--- src/rtl/core/box_avg_pkg.sv ---
// Shared types and constants for the box-average downscaler.
// No dependencies; every other file but box_avg_ram imports this package.
`default_nettype none

package box_avg_pkg;

  // Pixel channel width and channel count.
  localparam int PIX_W  = 8;
  localparam int NUM_CH = 3;

  // Configuration register widths as seen on the write port.
  localparam int SCALE_W    = 5;
  localparam int WIDTH_W    = 12;
  localparam int HEIGHT_W   = 13;
  localparam int CFG_IDX_W  = 2;
  localparam int CFG_DATA_W = 13;

  // Result queue depth and the number of pipeline stages ahead of it.
  localparam int FIFO_DEPTH  = 8;
  localparam int PIPE_STAGES = 3;

  // Register indexes of the configuration port.
  typedef enum logic [CFG_IDX_W-1:0] {
    CFG_SCALE_FACTOR = 2'd0,
    CFG_IMAGE_WIDTH  = 2'd1,
    CFG_IMAGE_HEIGHT = 2'd2
  } cfg_idx_t;

  // One input pixel.
  typedef struct packed {
    logic [PIX_W-1:0] red_in;
    logic [PIX_W-1:0] green_in;
    logic [PIX_W-1:0] blue_in;
  } pix_t;

  // One downscaled output pixel.
  typedef struct packed {
    logic [PIX_W-1:0] red_mean;
    logic [PIX_W-1:0] green_mean;
    logic [PIX_W-1:0] blue_mean;
    logic             frame_end;
  } res_t;

  // Control that travels with a finished block sum into the mean unit.
  typedef struct packed {
    logic valid;
    logic frame_end;
  } mean_ctl_t;

endpackage

`default_nettype wire

--- src/rtl/core/box_avg_mean.sv ---
// Two-stage mean unit: divides each channel's block sum by factor squared.
// Depends on box_avg_pkg; uses a reciprocal table built at elaboration.
`default_nettype none

module box_avg_mean
  import box_avg_pkg::*;
#(
  parameter int MAX_FACTOR = 16
) (
  input  logic                                               clk,
  input  logic                                               rst_n,
  input  logic [$clog2(MAX_FACTOR+1)-1:0]                    factor,
  input  mean_ctl_t                                          req,
  input  logic [NUM_CH-1:0][PIX_W+2*$clog2(MAX_FACTOR)-1:0]  sums,
  output logic                                               res_valid,
  output res_t                                               res
);

  localparam int SUM_W = PIX_W + 2 * $clog2(MAX_FACTOR);
  // Reciprocal scale: exact floor division for every sum below 2**SUM_W.
  localparam int K     = SUM_W + 2 * $clog2(MAX_FACTOR);
  localparam int PW    = SUM_W + K + 1;

  logic [K:0] recip_tbl [MAX_FACTOR+1];

  // Reciprocal of factor squared, rounded up, for every factor.
  for (genvar g = 0; g <= MAX_FACTOR; g++) begin : g_recip
    localparam int unsigned DIV_I = (g == 0) ? 1 : g * g;
    localparam logic [K+1:0] POW  = (K+2)'(1) << K;
    localparam logic [K+1:0] DIV  = (K+2)'(DIV_I);
    localparam logic [K+1:0] RCP  = (POW + DIV - (K+2)'(1)) / DIV;
    assign recip_tbl[g] = RCP[K:0];
  end

  logic                              s2_v_r;
  logic                              s2_fend_r;
  logic [NUM_CH-1:0][SUM_W-1:0]      s2_sum_r;
  logic [K:0]                        s2_rcp_r;
  logic [PW-1:0]                     prod [NUM_CH];
  logic [NUM_CH-1:0][PIX_W-1:0]      mean;
  logic                              s3_v_r;
  res_t                              s3_res_r;

  // Stage two: capture the sums and look up the reciprocal.
  always_ff @(posedge clk) begin
    if (!rst_n) begin
      s2_v_r <= 1'b0;
    end else begin
      s2_v_r <= req.valid;
    end
    if (req.valid) begin
      s2_fend_r <= req.frame_end;
      s2_sum_r  <= sums;
      s2_rcp_r  <= recip_tbl[factor];
    end
  end

  // One multiplier per channel; the quotient sits above the fraction bits.
  for (genvar c = 0; c < NUM_CH; c++) begin : g_mul
    assign prod[c] = PW'(s2_sum_r[c]) * PW'(s2_rcp_r);
    assign mean[c] = prod[c][K+PIX_W-1:K];
  end

  // Stage three: register the means.
  always_ff @(posedge clk) begin
    if (!rst_n) begin
      s3_v_r <= 1'b0;
    end else begin
      s3_v_r <= s2_v_r;
    end
    if (s2_v_r) begin
      s3_res_r.red_mean   <= mean[0];
      s3_res_r.green_mean <= mean[1];
      s3_res_r.blue_mean  <= mean[2];
      s3_res_r.frame_end  <= s2_fend_r;
    end
  end

  assign res_valid = s3_v_r;
  assign res       = s3_res_r;

endmodule

`default_nettype wire

--- config.mk ---
export PLATFORM = sky130hd
export DESIGN_NAME = box_avg_mean
export DESIGN_NICKNAME = d
export VERILOG_FILES = /design/src/rtl/core/box_avg_pkg.sv /design/src/rtl/core/box_avg_mean.sv
export SDC_FILE = /design/constraint.sdc
export NUM_CORES = 2
export LEC_CHECK = 0
export ABC_AREA = 1
export BUFFER_PORTS_ARGS = -buffer_cell sky130_fd_sc_hd__buf_2
export CAP_MARGIN = 0
export CORE_ASPECT_RATIO = 2
export CORE_MARGIN = 4
export CORE_UTILIZATION = 45
export CTS_BUF_LIST = sky130_fd_sc_hd__clkbuf_2 sky130_fd_sc_hd__clkbuf_4 sky130_fd_sc_hd__clkbuf_8
export DETAILED_ROUTE_END_ITERATION = 6
export MAX_ROUTING_LAYER = met4
export SYNTH_ARGS = -nofsm -noshare
export SYNTH_HDL_FRONTEND = slang
export SYNTH_SLANG_ARGS = --single-unit
--- constraint.sdc ---
create_clock -name clk -period 9.8 [get_ports clk]
set_input_delay 0.49 -clock clk [delete_from_list [all_inputs] [get_ports clk]]
set_output_delay 0.49 -clock clk [all_outputs]
set_load 0.02 [all_outputs]
# Yosys cells after proc, flatten, opt, wreduce, memory -nomap -nowiden
# Memories as Yosys holds them, arrays and structs flattened. A register that Yosys moved wholly into a read port is not among the register bits.
# Cells that the tools add are included.
# totals
word_cells,15
mem_bits_ro,800
mem_count,1
out_inout_bits,26
register_bits,76
# mem_list
name,depth,word_bits,read_ports,rd_clocked_by_memory_dff,write_ports,line,text
(no name shown),32,25,1,1,0,box_avg_mean.sv:54,s2_rcp_r <= recip_tbl[factor];
# op_classes
multipliers,3
bitwise,1
# op_table
op,count
16-bit by 25-bit multiplier with 32-bit output,3
5-bit inverter with 6-bit output,1

# Depth between registers and ports, before layout
# logic_depth
word_depth,1
mapped_depth,28
depth_no_buf,26

# Worst setup path before layout
# No wires, ideal clock.
# synth_timing
path_type,register to register
from,reg s2_rcp_r[18]
to,reg s3_res_r (netlist bit res[5]) (data pin)
arrival_ns,5.243
t_required_ns,9.548
setup_ns,0.252
path_buffers,3
setup_slack_ns,4.305
period_less_slack_ns,5.495
path_stages_with_launch,25
cell_sequence,edfxtp_1 > buf_2 > clkbuf_1 > clkbuf_1 > nand2_1 > fa_1 > inv_1 > fa_1 > inv_1 > fa_1 > inv_1 > fa_1 > fa_1 > inv_1 > fa_1 > inv_1 > ha_1 > nand2_1 > inv_1 > nand2_1 > nor3_1 > nand3_1 > o21bai_1 > nand3_1 > nand2_1
# synth_lines
element,line,text
"start, declared",box_avg_mean.sv:38,logic [K:0] s2_rcp_r;
"end, declared",box_avg_mean.sv:42,res_t s3_res_r;

==> flow_summary_export.csv <==
group,metric,value,unit
worst_setup_path,worst_r2r_endpoint,"res[4]",
global_route,number_of_antenna_violations_at_the_first_check_in_global_routing,3,
sta,max_slew_margin,0.1636,
logic_synthesis,post_synth_instance_area,36290,um2
run_status,run_status,"finished, final reports clean",
worst_setup_path,regToRegStartpoint,"s2_rcp_r[6]",
floorplan,core_area,80190,um2
layout,final_layout_size_suffix_gt1_frac,0.03564,
route,drt.antenna.violating_nets,0,
floorplan,placement_rows,147,
logic_synthesis,distinct_cell_type_count_after_synthesis,43,
cts,clock_latency,0.58,ns
worst_setup_path,worstRegToRegCells,20,
sta,setup-violations-final,0,
worst_setup_path,critical_path_arrival,6.67,ns
layout,flow.area_growth_from_synthesis,4.226,%
route,drt_first_pass_iters,5,
cts,postCtsSetupBuffers,0,
route,detailedRoute.firstIterationViolations,1555,
logic_synthesis,synth_compound_gate_area_share,0.03051,
worst_setup_path,cp_cell_sequence,"buf_4, nand2_1, fa_1, inv_1, fa_1, inv_1, fa_1, inv_1, fa_1, fa_1, inv_1, fa_1, inv_1, ha_1, nand2_1, o21ai_0, a21oi_1, o21a_1, nand3_1, nand2_1",
worst_setup_path,critPathCaptureType,"register",
job,drv_cap,0,
logic_synthesis,synth.top_cell.area_share,0.4451,
worst_setup_path,worst-path-max-fanout,36,
route,wirelength,106700,um
layout,final_cells,5703,
cts,clkTransAtPathRegs,0.17,ns
logic_synthesis,synth_area_leaders,"fa_1 45%, inv_1 15%, nand2_1 15%",
place,hpwl,80050,um
cts,cts_htree_levels,3,
hold_path,hold_path_class,"input pin to register",
floorplan,die_x,208.8,um
floorplan,dieHeight,409.6,um
sta,finalClockSkew,0.04553,ns
cts,cts_tree,"yes",
place,placement.io_buffers,82,
route,via_total_after_detailed_routing,28964,
worst_setup_path,crit_path_top_delay_cell,"edfxtp_1",
logic_synthesis,netlist.top_cell.by_area,"fa_1",
logic_synthesis,synthesis.yosys.warnings,0,
cts,clock_sink_count,99,
sta,setup_repair_after_global_routing_missed_its_margin,"false",
logic_synthesis,post_synth_inst_count,4714,
logic_synthesis,syn-num-nets,5823,
worst_setup_path,reg2reg_setup_slack,3.44,ns
logic_synthesis,post_synth_fa_ha_maj_area_fraction,0.5296,
logic_synthesis,synth_edf_count,97,
logic_synthesis,yosys-mux-area-fraction,0,
logic_synthesis,asyncSetResetFlopFracSynth,0,
floorplan,ios,83,
place,place_inst,5685,
route,post_drt_via_cell_ratio,5.079,
sta,finalCriticalPeriod,6.363,ns
logic_synthesis,synth_top_family_by_area,"adder cells",
sta,finalSetupTns,0,ns
global_route,grt_pass1_wl,172300,um
hold_path,whs_endpoint,"s2_sum_r[16]",
worst_setup_path,timing.setup.critical_path_class,"register to register",
cts,clk_path_buf_depth,2,
cts,cts.root.buffer_cell,"clkbuf_8",
hold_path,timing.hold.worst.start,"sums[16]",
hold_path,min_delay_path_depth,1,
layout,filler_cell_count,8163,
cts,cts-buffers-inserted,9,
logic_synthesis,synthesis.area_per_instance,7.699,um2
layout,nNetsFinal,5762,
floorplan,floorplan.initialDensity,0.4526,
worst_setup_path,path_common_cell,"fa_1",
sta,max_freq,157.2,MHz
global_route,largest_net_degree_at_the_start_of_global_routing,49,
worst_setup_path,crit_required,10.11,ns
route,remaining_drc_errors,0,
global_route,track_usage,0.2676,
logic_synthesis,ys_seq_elements,99,
sta,worstMarginPinSlew,1.255,ns
place,place.gp.congestion,0.9491,
sta,final_hold_viol_count,0,
global_route,grt_overflow,0,
global_route,first_global_vias,32375,
cts,postCtsHoldBufs,0,
sta,drv_slew,0,
logic_synthesis,synthXorXnorAreaFrac,0.002413,
floorplan,die-area,85540,um2
sta,timing.final.crit_share,0.6493,
worst_setup_path,crit_path_max_incr_delay,0.77,ns
logic_synthesis,synth_sequential_area_ratio,0.08136,
cts,cts_resized,0,
logic_synthesis,synth-main-ff-cell,"edfxtp_1",
route,route.detailed.wl_per_inst,18.71,um
logic_synthesis,post_synth_and_or_nand_nor_area_fraction,0.1798,
worst_setup_path,cp-start-kind,"register",
==> cells in the mapped netlist (4+ instances only) <==
cell type and count:
inv_1 1479, nand2_1 1422, fa_1 807, ha_1 245, clkbuf_1 169, nor2_1 104, edfxtp_1 97, a21oi_1 95
nand3_1 81, o21ai_0 40, nor3_1 21, buf_1 19, o21bai_1 19, nand4_1 12, buf_2 11, a21o_1 10
nand3b_1 8, o21a_1 8, xnor2_1 7, buf_4 6, nor4_1 5, a211oi_1 4, inv_2 4, o211ai_1 4
o21ai_1 4
==> how the worst max path moves through the flow <==
stage / from / slack, ns / endpoint
floorplan: s2_rcp_r[18] / 4.30 / res[5]
global placement: s2_sum_r[4] / 3.54 / res[18]
detailed placement: s2_rcp_r[6] / 3.54 / res[4]
CTS: s2_rcp_r[6] / 3.46 / res[4]
global route: s2_sum_r[4] / 3.15 / res[18]
finish: s2_rcp_r[6] / 3.44 / res[4]
==> flip-flops by register name, summed over array words and instances, names as in the netlist <==
register	cells
res	25
res_valid	1
s2_fend_r	1
s2_rcp_r	23
s2_sum_r	48
s2_v_r	1
==> final cells by class <==
type	count	area [um2]	area share
multi-input cells	2924	26940	0.7122
clock inverters	7	91.34	0.002414
repair buffers	135	835.8	0.02209
clock buffers	9	123.9	0.003274
inverters	1484	5570	0.1473
well taps	1043	1305	0.03450
flip-flops and latches	99	2954	0.07809
diodes	2	5.005	0.0001323
==> layer usage <==
metal  vias up  wire length, um  global-route usage
met4         0             6489              0.1358
met3       364             4479             0.02773
met5         -                0                   -
met2       856            60070              0.5067
met1     14663            35660              0.2694
li1      13081                -                   -
==> logic make-up (layout without fill, tap and decap cells) <==
kind of cell / count (synthesis) / count (layout)
other cells: 0 / 2
compound gates: 194 / 194
simple gates: 1668 / 1668
flops: 99 / 99
buf+inv: 1691 / 1635
fa+ha+maj: 1052 / 1052
xor+xnor: 10 / 10
==> cells in the final DEF (no fill, tap or decap), types with 2 or more instances in the layout <==
| cell type | n |
|---|---|
| nand3_1 | 81 |
| buf_12 | 2 |
| xnor2_1 | 7 |
| o21bai_1 | 19 |
| nor4_2 | 2 |
| a211oi_1 | 4 |
| diode_2 | 2 |
| o21ai_1 | 4 |
| nor2_1 | 104 |
| o211ai_1 | 4 |
| buf_4 | 52 |
| o21ai_0 | 40 |
| clkbuf_8 | 9 |
| nand3b_1 | 8 |
| a31oi_1 | 2 |
| nor4_1 | 5 |
| ha_1 | 245 |
| nor3_1 | 21 |
| edfxtp_1 | 97 |
| inv_1 | 1479 |
| nor3_2 | 2 |
| a21boi_0 | 3 |
| o21a_1 | 8 |
| a21o_1 | 10 |
| nand2_2 | 2 |
| inv_2 | 4 |
| a21oi_1 | 95 |
| or2_1 | 2 |
| nand4_1 | 12 |
| nand2_1 | 1422 |
| nor3b_1 | 2 |
| nor2_2 | 3 |
| inv_6 | 2 |
| fa_1 | 807 |
| clkinv_8 | 4 |
| xor2_1 | 3 |
| buf_2 | 81 |
| o22ai_1 | 2 |
==> through the flow <==
stage	hold slack [ns]	worst slack (ns)	utilization	cell area (um2)
3_3_place_gp	0.4307	3.539	0.4690	37610
5_1_grt	0.05499	3.153	0.4717	37830
4_1_cts	0.01564	3.459	0.4717	37820
6_report	0.07348	3.437	0.4717	37830
2_1_floorplan	0.4003	4.305	-	36290
3_5_place_dp	0.4109	3.538	0.4690	37610
==> critical path, delay by kind of cell, from the launching register on <==
| kind | cells | cell delay, ns |
|---|---|---|
| simple gates | 4 | 0.42 |
| compound gates | 3 | 0.74 |
| buf+inv | 6 | 0.83 |
| fa+ha+maj | 7 | 3.30 |
| flops | 1 | 0.77 |
Power is left out: the tool's default activity adds up to more than one toggle a clock period on the data nets, which glitch-free logic cannot reach.
